### src/rtl/rco_pkg.sv
// Shared types and constants for the Rossler oscillator block.
// Depends on nothing; every other file in rtl imports it.
`timescale 1ns / 1ps

package rco_pkg;

    localparam int STATE_W      = 32;
    localparam int DT_W         = 24;
    localparam int AMP_W        = 16;
    localparam int SCALE_W      = 20;
    localparam int Q24_FRAC_BITS = 24;
    localparam int AMP_FRAC_BITS = 15;

    localparam int MUL_B_W = STATE_W + 1;
    localparam int PROD_W  = STATE_W + MUL_B_W;
    localparam int OPND_W  = STATE_W + 2;
    localparam int ALU_W   = PROD_W + 1;

    localparam int CFG_W     = DT_W;
    localparam int CFG_IDX_W = 2;

    // Output scales in unsigned Q0.24.
    localparam logic [SCALE_W-1:0] SCALE_LEFT  = 20'd965864;
    localparam logic [SCALE_W-1:0] SCALE_RIGHT = 20'd1011331;

    localparam logic [DT_W-1:0]  STEP_SIZE_RESET = 24'd443;
    localparam logic [AMP_W-1:0] AMPLITUDE_RESET = 16'd16384;
    localparam logic             MONO_RESET      = 1'b0;

    typedef enum logic [CFG_IDX_W-1:0] {
        CFG_STEP_SIZE = 2'd0,
        CFG_AMPLITUDE = 2'd1,
        CFG_MONO_MODE = 2'd2
    } cfg_index_t;

    typedef enum logic [1:0] {
        SH_STATE = 2'd0,
        SH_Q24   = 2'd1,
        SH_AMP   = 2'd2
    } shift_sel_t;

    typedef struct packed {
        logic       use_prod;
        shift_sel_t shift;
        logic       sat_sample;
    } alu_ctl_t;

    typedef enum logic [11:0] {
        ST_IDLE  = 12'b0000_0000_0001,
        ST_XC    = 12'b0000_0000_0010,
        ST_DX    = 12'b0000_0000_0100,
        ST_DZ    = 12'b0000_0000_1000,
        ST_DY    = 12'b0000_0001_0000,
        ST_X     = 12'b0000_0010_0000,
        ST_Z     = 12'b0000_0100_0000,
        ST_Y     = 12'b0000_1000_0000,
        ST_TL    = 12'b0001_0000_0000,
        ST_TR    = 12'b0010_0000_0000,
        ST_LEFT  = 12'b0100_0000_0000,
        ST_RIGHT = 12'b1000_0000_0000
    } state_t;

endpackage

### src/rtl/rco_mult.sv
// Shared signed multiplier with a registered product.
// Depends on rco_pkg for the operand and product widths.
`timescale 1ns / 1ps

module rco_mult (
    input  logic                                clk,
    input  logic                                issue,
    input  logic signed [rco_pkg::STATE_W-1:0]  mul_a,
    input  logic signed [rco_pkg::MUL_B_W-1:0]  mul_b,
    output logic signed [rco_pkg::PROD_W-1:0]   prod
);
    import rco_pkg::*;

    logic signed [PROD_W-1:0] prod_reg;
    logic signed [PROD_W-1:0] prod_next;

    // The product only changes when a new operation is issued, so a
    // waiting sequencer can keep consuming the last one.
    always_comb
    begin
        prod_next = prod_reg;
        if (issue)
        begin
            prod_next = mul_a * mul_b;
        end
    end

    always_ff @(posedge clk)
    begin
        prod_reg <= prod_next;
    end

    assign prod = prod_reg;

endmodule

### src/rtl/rco_alu.sv
// Shared post-multiply unit: round-to-nearest shift, add, saturate.
// Depends on rco_pkg for widths and the control struct.
`timescale 1ns / 1ps

module rco_alu #(
    parameter int STATE_FRAC_BITS = 24,
    parameter int SAMPLE_WIDTH    = 16
) (
    input  rco_pkg::alu_ctl_t                  ctl,
    input  logic signed [rco_pkg::PROD_W-1:0]  prod,
    input  logic signed [rco_pkg::OPND_W-1:0]  opnd_a,
    input  logic signed [rco_pkg::OPND_W-1:0]  opnd_b,
    output logic signed [rco_pkg::STATE_W-1:0] result
);
    import rco_pkg::*;

    localparam int SH_S = STATE_FRAC_BITS;
    localparam int SH_D = Q24_FRAC_BITS;
    localparam int SH_A = STATE_FRAC_BITS + AMP_FRAC_BITS + 1 - SAMPLE_WIDTH;

    localparam logic signed [ALU_W-1:0] BIAS_S = ALU_W'(1) << (SH_S - 1);
    localparam logic signed [ALU_W-1:0] BIAS_D = ALU_W'(1) << (SH_D - 1);
    localparam logic signed [ALU_W-1:0] BIAS_A = ALU_W'(1) << (SH_A - 1);

    localparam logic signed [ALU_W-1:0] S32_MAX  = ALU_W'((longint'(1) << (STATE_W - 1)) - 1);
    localparam logic signed [ALU_W-1:0] S32_MIN  = -S32_MAX - ALU_W'(1);
    localparam logic signed [ALU_W-1:0] SAMP_MAX =
        ALU_W'((longint'(1) << (SAMPLE_WIDTH - 1)) - 1);
    localparam logic signed [ALU_W-1:0] SAMP_MIN = -SAMP_MAX - ALU_W'(1);

    logic signed [ALU_W-1:0] prod_ext;
    logic signed [ALU_W-1:0] bias;
    logic signed [ALU_W-1:0] biased;
    logic signed [ALU_W-1:0] term;
    logic signed [ALU_W-1:0] a_ext;
    logic signed [ALU_W-1:0] b_ext;
    logic signed [ALU_W-1:0] sum;
    logic signed [ALU_W-1:0] lim_hi;
    logic signed [ALU_W-1:0] lim_lo;
    logic signed [ALU_W-1:0] sat;

    assign prod_ext = {{(ALU_W - PROD_W){prod[PROD_W-1]}}, prod};
    assign a_ext    = {{(ALU_W - OPND_W){opnd_a[OPND_W-1]}}, opnd_a};
    assign b_ext    = {{(ALU_W - OPND_W){opnd_b[OPND_W-1]}}, opnd_b};

    always_comb
    begin
        unique case (ctl.shift)
            SH_STATE: bias = BIAS_S;
            SH_Q24:   bias = BIAS_D;
            SH_AMP:   bias = BIAS_A;
            default:  bias = BIAS_D;
        endcase
    end

    // Adding half an LSB before the arithmetic shift rounds ties upward.
    assign biased = prod_ext + bias;

    always_comb
    begin
        unique case (ctl.shift)
            SH_STATE: term = biased >>> SH_S;
            SH_Q24:   term = biased >>> SH_D;
            SH_AMP:   term = biased >>> SH_A;
            default:  term = biased >>> SH_D;
        endcase
    end

    assign sum    = a_ext + (ctl.use_prod ? term : b_ext);
    assign lim_hi = ctl.sat_sample ? SAMP_MAX : S32_MAX;
    assign lim_lo = ctl.sat_sample ? SAMP_MIN : S32_MIN;

    always_comb
    begin
        if (sum > lim_hi)
        begin
            sat = lim_hi;
        end
        else if (sum < lim_lo)
        begin
            sat = lim_lo;
        end
        else
        begin
            sat = sum;
        end
    end

    assign result = sat[STATE_W-1:0];

endmodule

### src/rtl/rossler_chaotic_oscillator.sv
// Rossler attractor oscillator: one forward-Euler step and one stereo
// sample pair per input item. Depends on rco_pkg, rco_mult and rco_alu.
//
// Input channel (in_valid, in_stall, restart): each accepted item is one
// sample tick; restart reloads x = y = z = 1.0 before the step. The block
// holds in_stall high from the cycle after acceptance until its sequencer
// is back in idle, so a new item is not taken before the last is done.
// Output channel (out_valid, out_stall, left_sample, right_sample): the
// pair is loaded into the output register when the last step completes.
// The step runs 11 sequencer steps through one registered 32x33
// multiplier and one round/add/saturate unit. If the previous pair is
// still stalled when the last step is reached, the sequencer waits there
// and the input stays stalled. Configuration (cfg_write_en, cfg_index,
// cfg_data) is to be written by the user only while idle; the block
// does not enforce this. Reset loads the state with 1.0, the registers
// with their defaults, and empties the output register.
`timescale 1ns / 1ps

module rossler_chaotic_oscillator #(
    parameter int STATE_FRAC_BITS = 24,
    parameter int SAMPLE_WIDTH    = 16
) (
    input  logic                                clk,
    input  logic                                rst_n,
    input  logic                                in_valid,
    output logic                                in_stall,
    input  logic                                restart,
    output logic                                out_valid,
    input  logic                                out_stall,
    output logic signed [SAMPLE_WIDTH-1:0]      left_sample,
    output logic signed [SAMPLE_WIDTH-1:0]      right_sample,
    input  logic                                cfg_write_en,
    input  logic [rco_pkg::CFG_IDX_W-1:0]       cfg_index,
    input  logic [rco_pkg::CFG_W-1:0]           cfg_data
);
    import rco_pkg::*;

    localparam logic signed [STATE_W-1:0] POS_ONE =
        STATE_W'(longint'(1) << STATE_FRAC_BITS);
    localparam longint KA_VAL = ((longint'(15) << STATE_FRAC_BITS) + 50) / 100;
    localparam longint KB_VAL = ((longint'(2) << STATE_FRAC_BITS) + 5) / 10;
    localparam longint KC_VAL = longint'(10) << STATE_FRAC_BITS;
    localparam logic signed [MUL_B_W-1:0] KA_OPND = MUL_B_W'(KA_VAL);
    localparam logic signed [OPND_W-1:0]  KB_OPND = OPND_W'(KB_VAL);
    localparam logic signed [OPND_W-1:0]  NEG_KC  = OPND_W'(-KC_VAL);

    function automatic logic signed [OPND_W-1:0] sx(input logic signed [STATE_W-1:0] v);
        return {{(OPND_W - STATE_W){v[STATE_W-1]}}, v};
    endfunction

    state_t state_reg;
    state_t state_next;

    logic signed [STATE_W-1:0] pos_x_reg;
    logic signed [STATE_W-1:0] pos_y_reg;
    logic signed [STATE_W-1:0] pos_z_reg;
    // xc_reg later holds the left scaled value, dx_reg the right one.
    logic signed [STATE_W-1:0] xc_reg;
    logic signed [STATE_W-1:0] dx_reg;
    logic signed [STATE_W-1:0] dy_reg;
    logic signed [STATE_W-1:0] dz_reg;

    logic [DT_W-1:0]  step_size_reg;
    logic [AMP_W-1:0] amplitude_reg;
    logic             mono_mode_reg;

    logic signed [SAMPLE_WIDTH-1:0] left_hold_reg;
    logic signed [SAMPLE_WIDTH-1:0] left_sample_reg;
    logic signed [SAMPLE_WIDTH-1:0] right_sample_reg;
    logic                           out_valid_reg;

    logic                        in_accept;
    logic                        out_free;
    logic                        mul_issue;
    logic signed [STATE_W-1:0]   mul_a;
    logic signed [MUL_B_W-1:0]   mul_b;
    logic signed [PROD_W-1:0]    mul_prod;
    alu_ctl_t                    alu_ctl;
    logic signed [OPND_W-1:0]    alu_a;
    logic signed [OPND_W-1:0]    alu_b;
    logic signed [STATE_W-1:0]   alu_result;
    logic signed [MUL_B_W-1:0]   dt_opnd;
    logic signed [MUL_B_W-1:0]   amp_opnd;

    assign in_stall  = (state_reg != ST_IDLE);
    assign in_accept = in_valid && !in_stall;
    assign out_free  = !out_valid_reg || !out_stall;
    assign dt_opnd   = {{(MUL_B_W - DT_W){1'b0}}, step_size_reg};
    assign amp_opnd  = {{(MUL_B_W - AMP_W){1'b0}}, amplitude_reg};

    rco_mult u_mult (
        .clk   (clk),
        .issue (mul_issue),
        .mul_a (mul_a),
        .mul_b (mul_b),
        .prod  (mul_prod)
    );

    rco_alu #(
        .STATE_FRAC_BITS (STATE_FRAC_BITS),
        .SAMPLE_WIDTH    (SAMPLE_WIDTH)
    ) u_alu (
        .ctl    (alu_ctl),
        .prod   (mul_prod),
        .opnd_a (alu_a),
        .opnd_b (alu_b),
        .result (alu_result)
    );

    // Each step from ST_DZ on consumes the product issued in the step before it.
    always_comb
    begin
        mul_issue = 1'b0;
        mul_a     = '0;
        mul_b     = '0;
        alu_ctl   = '{use_prod: 1'b1, shift: SH_Q24, sat_sample: 1'b0};
        alu_a     = '0;
        alu_b     = '0;
        unique case (state_reg)
            ST_IDLE:
            begin
            end
            ST_XC:
            begin
                alu_ctl.use_prod = 1'b0;
                alu_a            = sx(pos_x_reg);
                alu_b            = NEG_KC;
            end
            ST_DX:
            begin
                alu_ctl.use_prod = 1'b0;
                alu_a            = -sx(pos_y_reg);
                alu_b            = -sx(pos_z_reg);
                mul_issue        = 1'b1;
                mul_a            = xc_reg;
                mul_b            = {pos_z_reg[STATE_W-1], pos_z_reg};
            end
            ST_DZ:
            begin
                alu_ctl.shift = SH_STATE;
                alu_a         = KB_OPND;
                mul_issue     = 1'b1;
                mul_a         = pos_y_reg;
                mul_b         = KA_OPND;
            end
            ST_DY:
            begin
                alu_ctl.shift = SH_STATE;
                alu_a         = sx(pos_x_reg);
                mul_issue     = 1'b1;
                mul_a         = dx_reg;
                mul_b         = dt_opnd;
            end
            ST_X:
            begin
                alu_a     = sx(pos_x_reg);
                mul_issue = 1'b1;
                mul_a     = dz_reg;
                mul_b     = dt_opnd;
            end
            ST_Z:
            begin
                alu_a     = sx(pos_z_reg);
                mul_issue = 1'b1;
                mul_a     = dy_reg;
                mul_b     = dt_opnd;
            end
            ST_Y:
            begin
                alu_a     = sx(pos_y_reg);
                mul_issue = 1'b1;
                mul_a     = pos_x_reg;
                mul_b     = {{(MUL_B_W - SCALE_W){1'b0}}, SCALE_LEFT};
            end
            ST_TL:
            begin
                mul_issue = 1'b1;
                mul_a     = pos_y_reg;
                mul_b     = {{(MUL_B_W - SCALE_W){1'b0}}, SCALE_RIGHT};
            end
            ST_TR:
            begin
                mul_issue = 1'b1;
                mul_a     = xc_reg;
                mul_b     = amp_opnd;
            end
            ST_LEFT:
            begin
                alu_ctl.shift      = SH_AMP;
                alu_ctl.sat_sample = 1'b1;
                mul_issue          = 1'b1;
                mul_a              = dx_reg;
                mul_b              = amp_opnd;
            end
            ST_RIGHT:
            begin
                alu_ctl.shift      = SH_AMP;
                alu_ctl.sat_sample = 1'b1;
            end
            default:
            begin
            end
        endcase
    end

    always_comb
    begin
        state_next = state_reg;
        unique case (state_reg)
            ST_IDLE:  state_next = in_accept ? ST_XC : ST_IDLE;
            ST_XC:    state_next = ST_DX;
            ST_DX:    state_next = ST_DZ;
            ST_DZ:    state_next = ST_DY;
            ST_DY:    state_next = ST_X;
            ST_X:     state_next = ST_Z;
            ST_Z:     state_next = ST_Y;
            ST_Y:     state_next = ST_TL;
            ST_TL:    state_next = ST_TR;
            ST_TR:    state_next = ST_LEFT;
            ST_LEFT:  state_next = ST_RIGHT;
            ST_RIGHT: state_next = out_free ? ST_IDLE : ST_RIGHT;
            default:  state_next = ST_IDLE;
        endcase
    end

    always_ff @(posedge clk or negedge rst_n)
    begin
        if (!rst_n)
        begin
            state_reg     <= ST_IDLE;
            pos_x_reg     <= POS_ONE;
            pos_y_reg     <= POS_ONE;
            pos_z_reg     <= POS_ONE;
            step_size_reg <= STEP_SIZE_RESET;
            amplitude_reg <= AMPLITUDE_RESET;
            mono_mode_reg <= MONO_RESET;
            out_valid_reg <= 1'b0;
        end
        else
        begin
            state_reg <= state_next;

            if (in_accept && restart)
            begin
                pos_x_reg <= POS_ONE;
                pos_y_reg <= POS_ONE;
                pos_z_reg <= POS_ONE;
            end
            if (state_reg == ST_X)
            begin
                pos_x_reg <= alu_result;
            end
            if (state_reg == ST_Z)
            begin
                pos_z_reg <= alu_result;
            end
            if (state_reg == ST_Y)
            begin
                pos_y_reg <= alu_result;
            end

            if (cfg_write_en)
            begin
                unique case (cfg_index)
                    CFG_STEP_SIZE: step_size_reg <= cfg_data[DT_W-1:0];
                    CFG_AMPLITUDE: amplitude_reg <= cfg_data[AMP_W-1:0];
                    CFG_MONO_MODE: mono_mode_reg <= cfg_data[0];
                    default:
                    begin
                    end
                endcase
            end

            if (state_reg == ST_RIGHT && out_free)
            begin
                out_valid_reg <= 1'b1;
            end
            else if (!out_stall)
            begin
                out_valid_reg <= 1'b0;
            end
        end
    end

    always_ff @(posedge clk)
    begin
        if (state_reg == ST_XC || state_reg == ST_TL)
        begin
            xc_reg <= alu_result;
        end
        if (state_reg == ST_DX || state_reg == ST_TR)
        begin
            dx_reg <= alu_result;
        end
        if (state_reg == ST_DZ)
        begin
            dz_reg <= alu_result;
        end
        if (state_reg == ST_DY)
        begin
            dy_reg <= alu_result;
        end
        if (state_reg == ST_LEFT)
        begin
            left_hold_reg <= alu_result[SAMPLE_WIDTH-1:0];
        end
        if (state_reg == ST_RIGHT && out_free)
        begin
            left_sample_reg  <= left_hold_reg;
            right_sample_reg <= mono_mode_reg ? left_hold_reg
                                              : alu_result[SAMPLE_WIDTH-1:0];
        end
    end

    assign out_valid    = out_valid_reg;
    assign left_sample  = left_sample_reg;
    assign right_sample = right_sample_reg;

`ifndef NO_ASSERTIONS
    a_accept_starts: assert property (@(posedge clk) disable iff (!rst_n)
        in_accept |=> state_reg == ST_XC)
        else $error("accepted item did not start the sequencer");

    a_out_from_last_step: assert property (@(posedge clk) disable iff (!rst_n)
        $rose(out_valid_reg) |-> $past(state_reg == ST_RIGHT))
        else $error("output item appeared without finishing a step");

    a_wait_holds_product: assert property (@(posedge clk) disable iff (!rst_n)
        (state_reg == ST_RIGHT && !out_free) |=>
            (state_reg == ST_RIGHT && $stable(mul_prod)))
        else $error("product changed while waiting on a stalled output");
`endif

endmodule

### config.mk
export PLATFORM = sky130hd
export DESIGN_NAME = rossler_chaotic_oscillator
export DESIGN_NICKNAME = d
export VERILOG_FILES = /design/src/rtl/rco_pkg.sv /design/src/rtl/rco_mult.sv /design/src/rtl/rco_alu.sv /design/src/rtl/rossler_chaotic_oscillator.sv
export SDC_FILE = /design/constraint.sdc
export NUM_CORES = 2
export LEC_CHECK = 0
export BUFFER_PORTS_ARGS = -buffer_cell sky130_fd_sc_hd__buf_2
export CORE_MARGIN = 2
export CORE_UTILIZATION = 50
export DETAILED_ROUTE_END_ITERATION = 10
export PLACE_DENSITY = 0.74
export SETUP_SLACK_MARGIN = 0.3
export SYNTH_ARGS = -nofsm -noshare
export SYNTH_HDL_FRONTEND = slang
export SYNTH_HIERARCHICAL = 1
export SYNTH_SLANG_ARGS = --single-unit
### constraint.sdc
create_clock -name clk -period 10.2 [get_ports clk]
set_input_delay 2.55 -clock clk [delete_from_list [all_inputs] [get_ports clk]]
set_output_delay 2.55 -clock clk [all_outputs]
set_load 0.02 [all_outputs]
# ---- Word-level counts from Yosys, hierarchy flattened
# Cells that the tools add are included.
dict set report op_classes {
  add_sub_neg 4
  order_cmp 2
  reduce_logical 25
  n_eq_ne 16
  mux 21
  multipliers 1
}
# op count
set op_table {}
lappend op_table {{one-hot mux 33 bit (6 select lines)} 1}
lappend op_table {{2-to-1 mux 32 bit} 6}
lappend op_table {{one-hot mux 32 bit (6 select lines)} 1}
lappend op_table {{one-hot mux 34 bit (5 select lines)} 1}
lappend op_table {{one-hot mux 12 bit (12 select lines)} 1}
lappend op_table {{negator 32 -> 34 bit} 2}
lappend op_table {{one-hot mux 34 bit (2 select lines)} 1}
lappend op_table {{adder 34 x 66 -> 66 bit} 1}
lappend op_table {{adder 65 x 25 -> 66 bit (second input constant)} 1}
lappend op_table {{greater-than comparator 66 x 32 -> 1 bit} 1}
lappend op_table {{less-than comparator 66 x 32 -> 1 bit} 1}
lappend op_table {{2-to-1 mux 66 bit} 1}
lappend op_table {{multiplier 32 x 33 -> 65 bit} 1}
lappend op_table {{2-to-1 mux 31 bit} 2}
lappend op_table {{2-to-1 mux 16 bit} 1}
lappend op_table {{equality test 12 x 1 -> 1 bit (second input constant)} 1}
lappend op_table {{equality test 12 x 10 -> 1 bit (second input constant)} 1}
lappend op_table {{equality test 12 x 11 -> 1 bit (second input constant)} 1}
lappend op_table {{equality test 12 bit (second input constant)} 1}
lappend op_table {{equality test 12 x 2 -> 1 bit (second input constant)} 1}
lappend op_table {{equality test 12 x 3 -> 1 bit (second input constant)} 1}
lappend op_table {{equality test 12 x 4 -> 1 bit (second input constant)} 1}
lappend op_table {{equality test 12 x 5 -> 1 bit (second input constant)} 1}
lappend op_table {{equality test 12 x 6 -> 1 bit (second input constant)} 1}
lappend op_table {{other kinds (19)} 38}
dict set report totals {
  elab_cells 85
  inputBits 32
  regBits 391
  output_inout_bits 34
}

# ---- Logic depth before layout (Yosys ltp)
dict set report logic_depth {
  depth_word 8
  ltp_mapped 37
  mapped_depth_nobuf 32
}

# ---- By module
# The synthesis kept the hierarchy.
# mod seq_area_each_um2 cells_per_inst area_per_inst_um2 instances
set modules_own_cells {}
lappend modules_own_cells {rco_mult 1951.9 4215 39698.1 1}
lappend modules_own_cells {rossler_chaotic_oscillator 9053.7 1152 14687.8 1}
lappend modules_own_cells {rco_alu 0.0 745 4850.9 1}

# ---- Least setup slack after synthesis
# No wires, ideal clock.
dict set report synth_path {
  path_type {flip-flop to flip-flop}
  startpoint {reg state_reg[4]}
  endpoint {reg u_mult.prod_reg[60] (netlist: u_mult/prod[60]) (data pin)}
  arrival_time_ns 9.955
  synth_period_minus_slack_ns 10.221
  n_path_buf 6
  stages_incl_launch_ff 34
  setup_slack_ns -0.021
  setup_ns 0.265
  required_time_ns 9.935
  path_cell_list {dfrtp_1 > clkbuf_1 > nor4_1 > buf_4 > and4_1 > clkbuf_1 > clkbuf_1 > a222oi_1 > nand2_1 > clkbuf_1 > nand2_1 > inv_1 > fa_1 > inv_1 > fa_1 > inv_1 > fa_1 > fa_1 > inv_1 > fa_1 > inv_1 > fa_1 > inv_1 > fa_1 > inv_1 > fa_1 > ha_1 > clkbuf_1 > a21oi_1 > o21ai_0 > or3b_2 > o21ai_0 > o21ai_0 > xor2_1}
}
dict set report synth_via {
  elab_chain_len 4
  elab_cells_between_ends 17
  classes_between {mul: 1; eq/ne: 9; mux: 2; reduce/logical: 5}
}
# item line
set synth_lines {}
lappend synth_lines {{start: declaration} rossler_chaotic_oscillator.sv:51} ;# state_t state_reg;
lappend synth_lines {{start signal: assignment} rossler_chaotic_oscillator.sv:241} ;# state_reg <= state_next;
lappend synth_lines {{equality test 12 x 5 -> 1 bit (tied with other cells)} rossler_chaotic_oscillator.sv:119} ;# unique case (state_reg)
lappend synth_lines {{OR reduction 2 bit (no source line)} -}
lappend synth_lines {{one-hot mux 32 bit (6 select lines) *} rossler_chaotic_oscillator.sv:119}
lappend synth_lines {{via mul_a[6]} rossler_chaotic_oscillator.sv:75} ;# logic signed [STATE_W-1:0] mul_a;
lappend synth_lines {{multiplier 32 x 33 -> 65 bit *} rco_mult.sv:24} ;# prod_next = mul_a * mul_b;
lappend synth_lines {{end signal: assignment} rco_mult.sv:30} ;# prod_reg <= prod_next;
lappend synth_lines {{end: declaration} rco_mult.sv:14} ;# logic signed [PROD_W-1:0] prod_reg;
# The timed path passes the listed nets; every way through them passes the cells marked *.
# A chain may end at the register's enable or synchronous reset.

# ---- Worst setup path after layout
dict set report layout_path {
  startpoint {reg state_reg[10]}
  endpoint {reg u_mult.prod_reg[63] (netlist: u_mult/prod[63]) (data pin)}
}
# The elaborated chain is that of the path after synthesis.

==> summary.md <==
| Metric | Value |
|---|---|
| Status | `finished, violations left` |
| Failing checks | `DRC` |
| Synthesized cell area | `0.05818 mm²` |
| R2R cell count | `32` |
| Syn Nets | `approximately 7400` |
| DRC viols | `4` |
| CP max-delay cell | `fa_1` |
| Routed via count | `approximately 44000` |
| Synthesized area per cell | `between 9 and 10 µm²` |
| Gate Count Post-Synth | `roughly 6000` |
| Final setup vio count | `0` |
| CP Launch Type | `flop` |
| CP peak stage delay | `540 ps` |
| DIE AREA | `~0.12 mm²` |
| Post-CTS Hold Fix Bufs | `0` |
| H-Tree Depth | `2` |
| Share of cells above drive strength 1 | `0.07569` |
| Utilization after layout | `0.5399` |
| Vias per inst | `a little under 6` |
| Grt ovf | `0` |
| Period utilization | `0.9465` |
| Cell area after layout | `0.06248 mm²` |
| First-pass GRT wire length | `roughly 270000 µm` |
| Synth warn | `6` |
| HPWL after detailed placement | `between 100000 and 150000 µm` |
| GRT Resource Usage Total | `0.2855` |
| Average wire per standard cell | `around 22 µm` |
| Hold crit path type | `flop to flop` |
| Leak Pwr | `about 31 nW` |
| Placed inst area | `roughly 0.06 mm²` |
| Routed wire length | `between 150000 and 200000 µm` |
| TritonCTS Buffers | `38` |
| Clk sinks | `about 370` |
| Core Area | `between 0.1 and 0.15 mm²` |
| Slew headroom | `0.2257` |
| RR Startpoint | `state_reg[10]` |
| Fin crit period | `about 9700 ps` |
| Reg2reg setup slack | `550 ps` |
| Antenna-violating nets left | `0` |
| Die Width | `roughly 350 µm` |
| Die Span Y | `~350 µm` |
| CTS root buf | `clkbuf_16` |
| CTS clk-pin slew, worst paths | `~60 ps` |
| Setup_tns | `0 ps` |
| Setup crit start | `state_reg[10]` |
| RSZ-0062 raised after global routing | `false` |
| Initial Util | `0.5027` |
| Fin nets | `7391` |
| Worst path bufs/invs | `8` |
| Worst path top cell family by delay | `adder cells` |
| Vias in the first global route | `46510` |
| Max-Cap Viols | `0` |
| CP endpoint | `u_mult/prod[63]` |
| WP data arrival | `10070 ps` |
| Final Skew | `20.19 ps` |
| Initial antenna violation count | `7` |
| Port Buffers | `65` |
| Largest net degree at the start of global routing | `77` |
| Area grow syn2layout | `7.398%` |
| Setup CP Type | `flop to flop` |
| IO Count | `66` |
| PwrDens | `88.82 mW/mm²` |
| Rows | `~130` |
| Worst Path Required | `10620 ps` |
| Gpl congestion | `about 0.97` |
| Initial DRC Count | `4101` |
| Slew @ Worst Pin | `1149 ps` |
| Total Power | `about 0.0055 W` |
| Filler cell count | `just over 10000` |
| Drt first pass iters | `11` |
| Clock buffer depth | `3` |
| Max reg flops | `42` |
| Worst skew pair latency | `between 500 and 600 ps` |
| RR Endpoint | `u_mult/prod[63]` |
| Final Max Tran Viols | `0` |
| Levels on crit path | `32` |
| Hold Vio Cnt, Final | `0` |
| Fmax | `between 100 and 150 MHz` |
| Critical Path Fanout Max | `32` |
| CTS tree | `done` |
| Setup crit end kind | `flop` |
| Crit path top cell by count | `fa_1` |
| Peak VDD IR | `roughly 0.11 mV` |
## final cells by class
cell class,count,area (µm²),share of cell area
antenna,2,5.005,0.00008010
tap,1524,1907,0.03052
sequential,368,10320,0.1651
inverter,1191,4471,0.07155
clock inverter,19,176.4,0.002824
timing repair buffer,242,2337,0.03741
clock buffer,51,1030,0.01648
multi-input combinational,4140,42240,0.6760
## per-stage QoR
| stage | setup slack, ps | hold slack [ps] | instances |
|---|---|---|---|
| final | 545.8 | 441.6 | 7537 |
| after global routing | 256.9 | 448.8 | 7537 |
| after CTS | 383.4 | 441.9 | 7524 |
| after detailed placement | 133.1 | 427.9 | 7454 |
| after global placement | 314.1 | 422.0 | 7454 |
| after floorplan | 427.9 | 420.4 | 6034 |
## power by group
part | total [W] | internal [W] | leakage [nW] | switching [W]
Sequential | 0.00192 | 0.00183 | 3.95 | 0.0000940
Clock | 0.00135 | 0.000769 | 0.588 | 0.000585
Combinational | 0.00228 | 0.000704 | 26.0 | 0.00157
Total | 0.00555 | 0.00330 | 30.6 | 0.00225
## worst min path at each step
stage	end	slack (ps)	start	cells past startpoint
after floorplan	left_sample[0]	420	left_hold_reg[0]	0
after detailed placement	left_sample[10]	430	left_hold_reg[10]	0
after global placement	left_sample[7]	420	left_hold_reg[7]	0
after global routing	left_sample[13]	450	left_hold_reg[13]	0
after CTS	left_sample[10]	440	left_hold_reg[10]	0
final	left_sample[10]	440	left_hold_reg[10]	0
## cells in the final DEF, fill, tap and decap left out, types with 43 or more instances in the layout
cell type  count
a21oi_1      183
edfxtp_1     218
xnor2_1       90
fa_1        1111
inv_1       1190
nor2_1       193
xor2_1        83
mux2_2        58
a22o_1        95
buf_4        124
nor3_1        54
buf_2         64
and2_1       548
buf_12        49
nand2_1      684
ha_1         265
a222oi_1      70
dfrtp_1      137
a21o_1        46
nand3_1       70
o21ai_0      119
nand4_1       43
## worst register-to-register path: cells and delay by family (launching register included)
kind | cells | cell delay [ps]
AO/OA/AOI/OAI | 7 | 2030
adder cells (fa/ha/maj) | 9 | 4280
buffers and inverters | 8 | 860
flip-flops | 1 | 460
AND/OR/NAND/NOR | 8 | 1900
## layer usage
layer  vias up  track usage  wire [µm]
li1      18830            -          -
met1     22590       0.4004      69960
met2      1959       0.4508      76400
met3       269      0.06393      16770
met4         0      0.07349       5128
met5         -            0          0
## timing repair
| action | 4_1_cts | 5_1_grt |
|---|---|---|
| cloned | 0 | 4 |
| setup buffers | 0 | 7 |
| endpoints found under the setup margin | 4 | 39 |
| gates resized for setup | 3 | 28 |
| pin swaps | 0 | 8 |
Note: power is estimated with default switching activity, not from simulation.
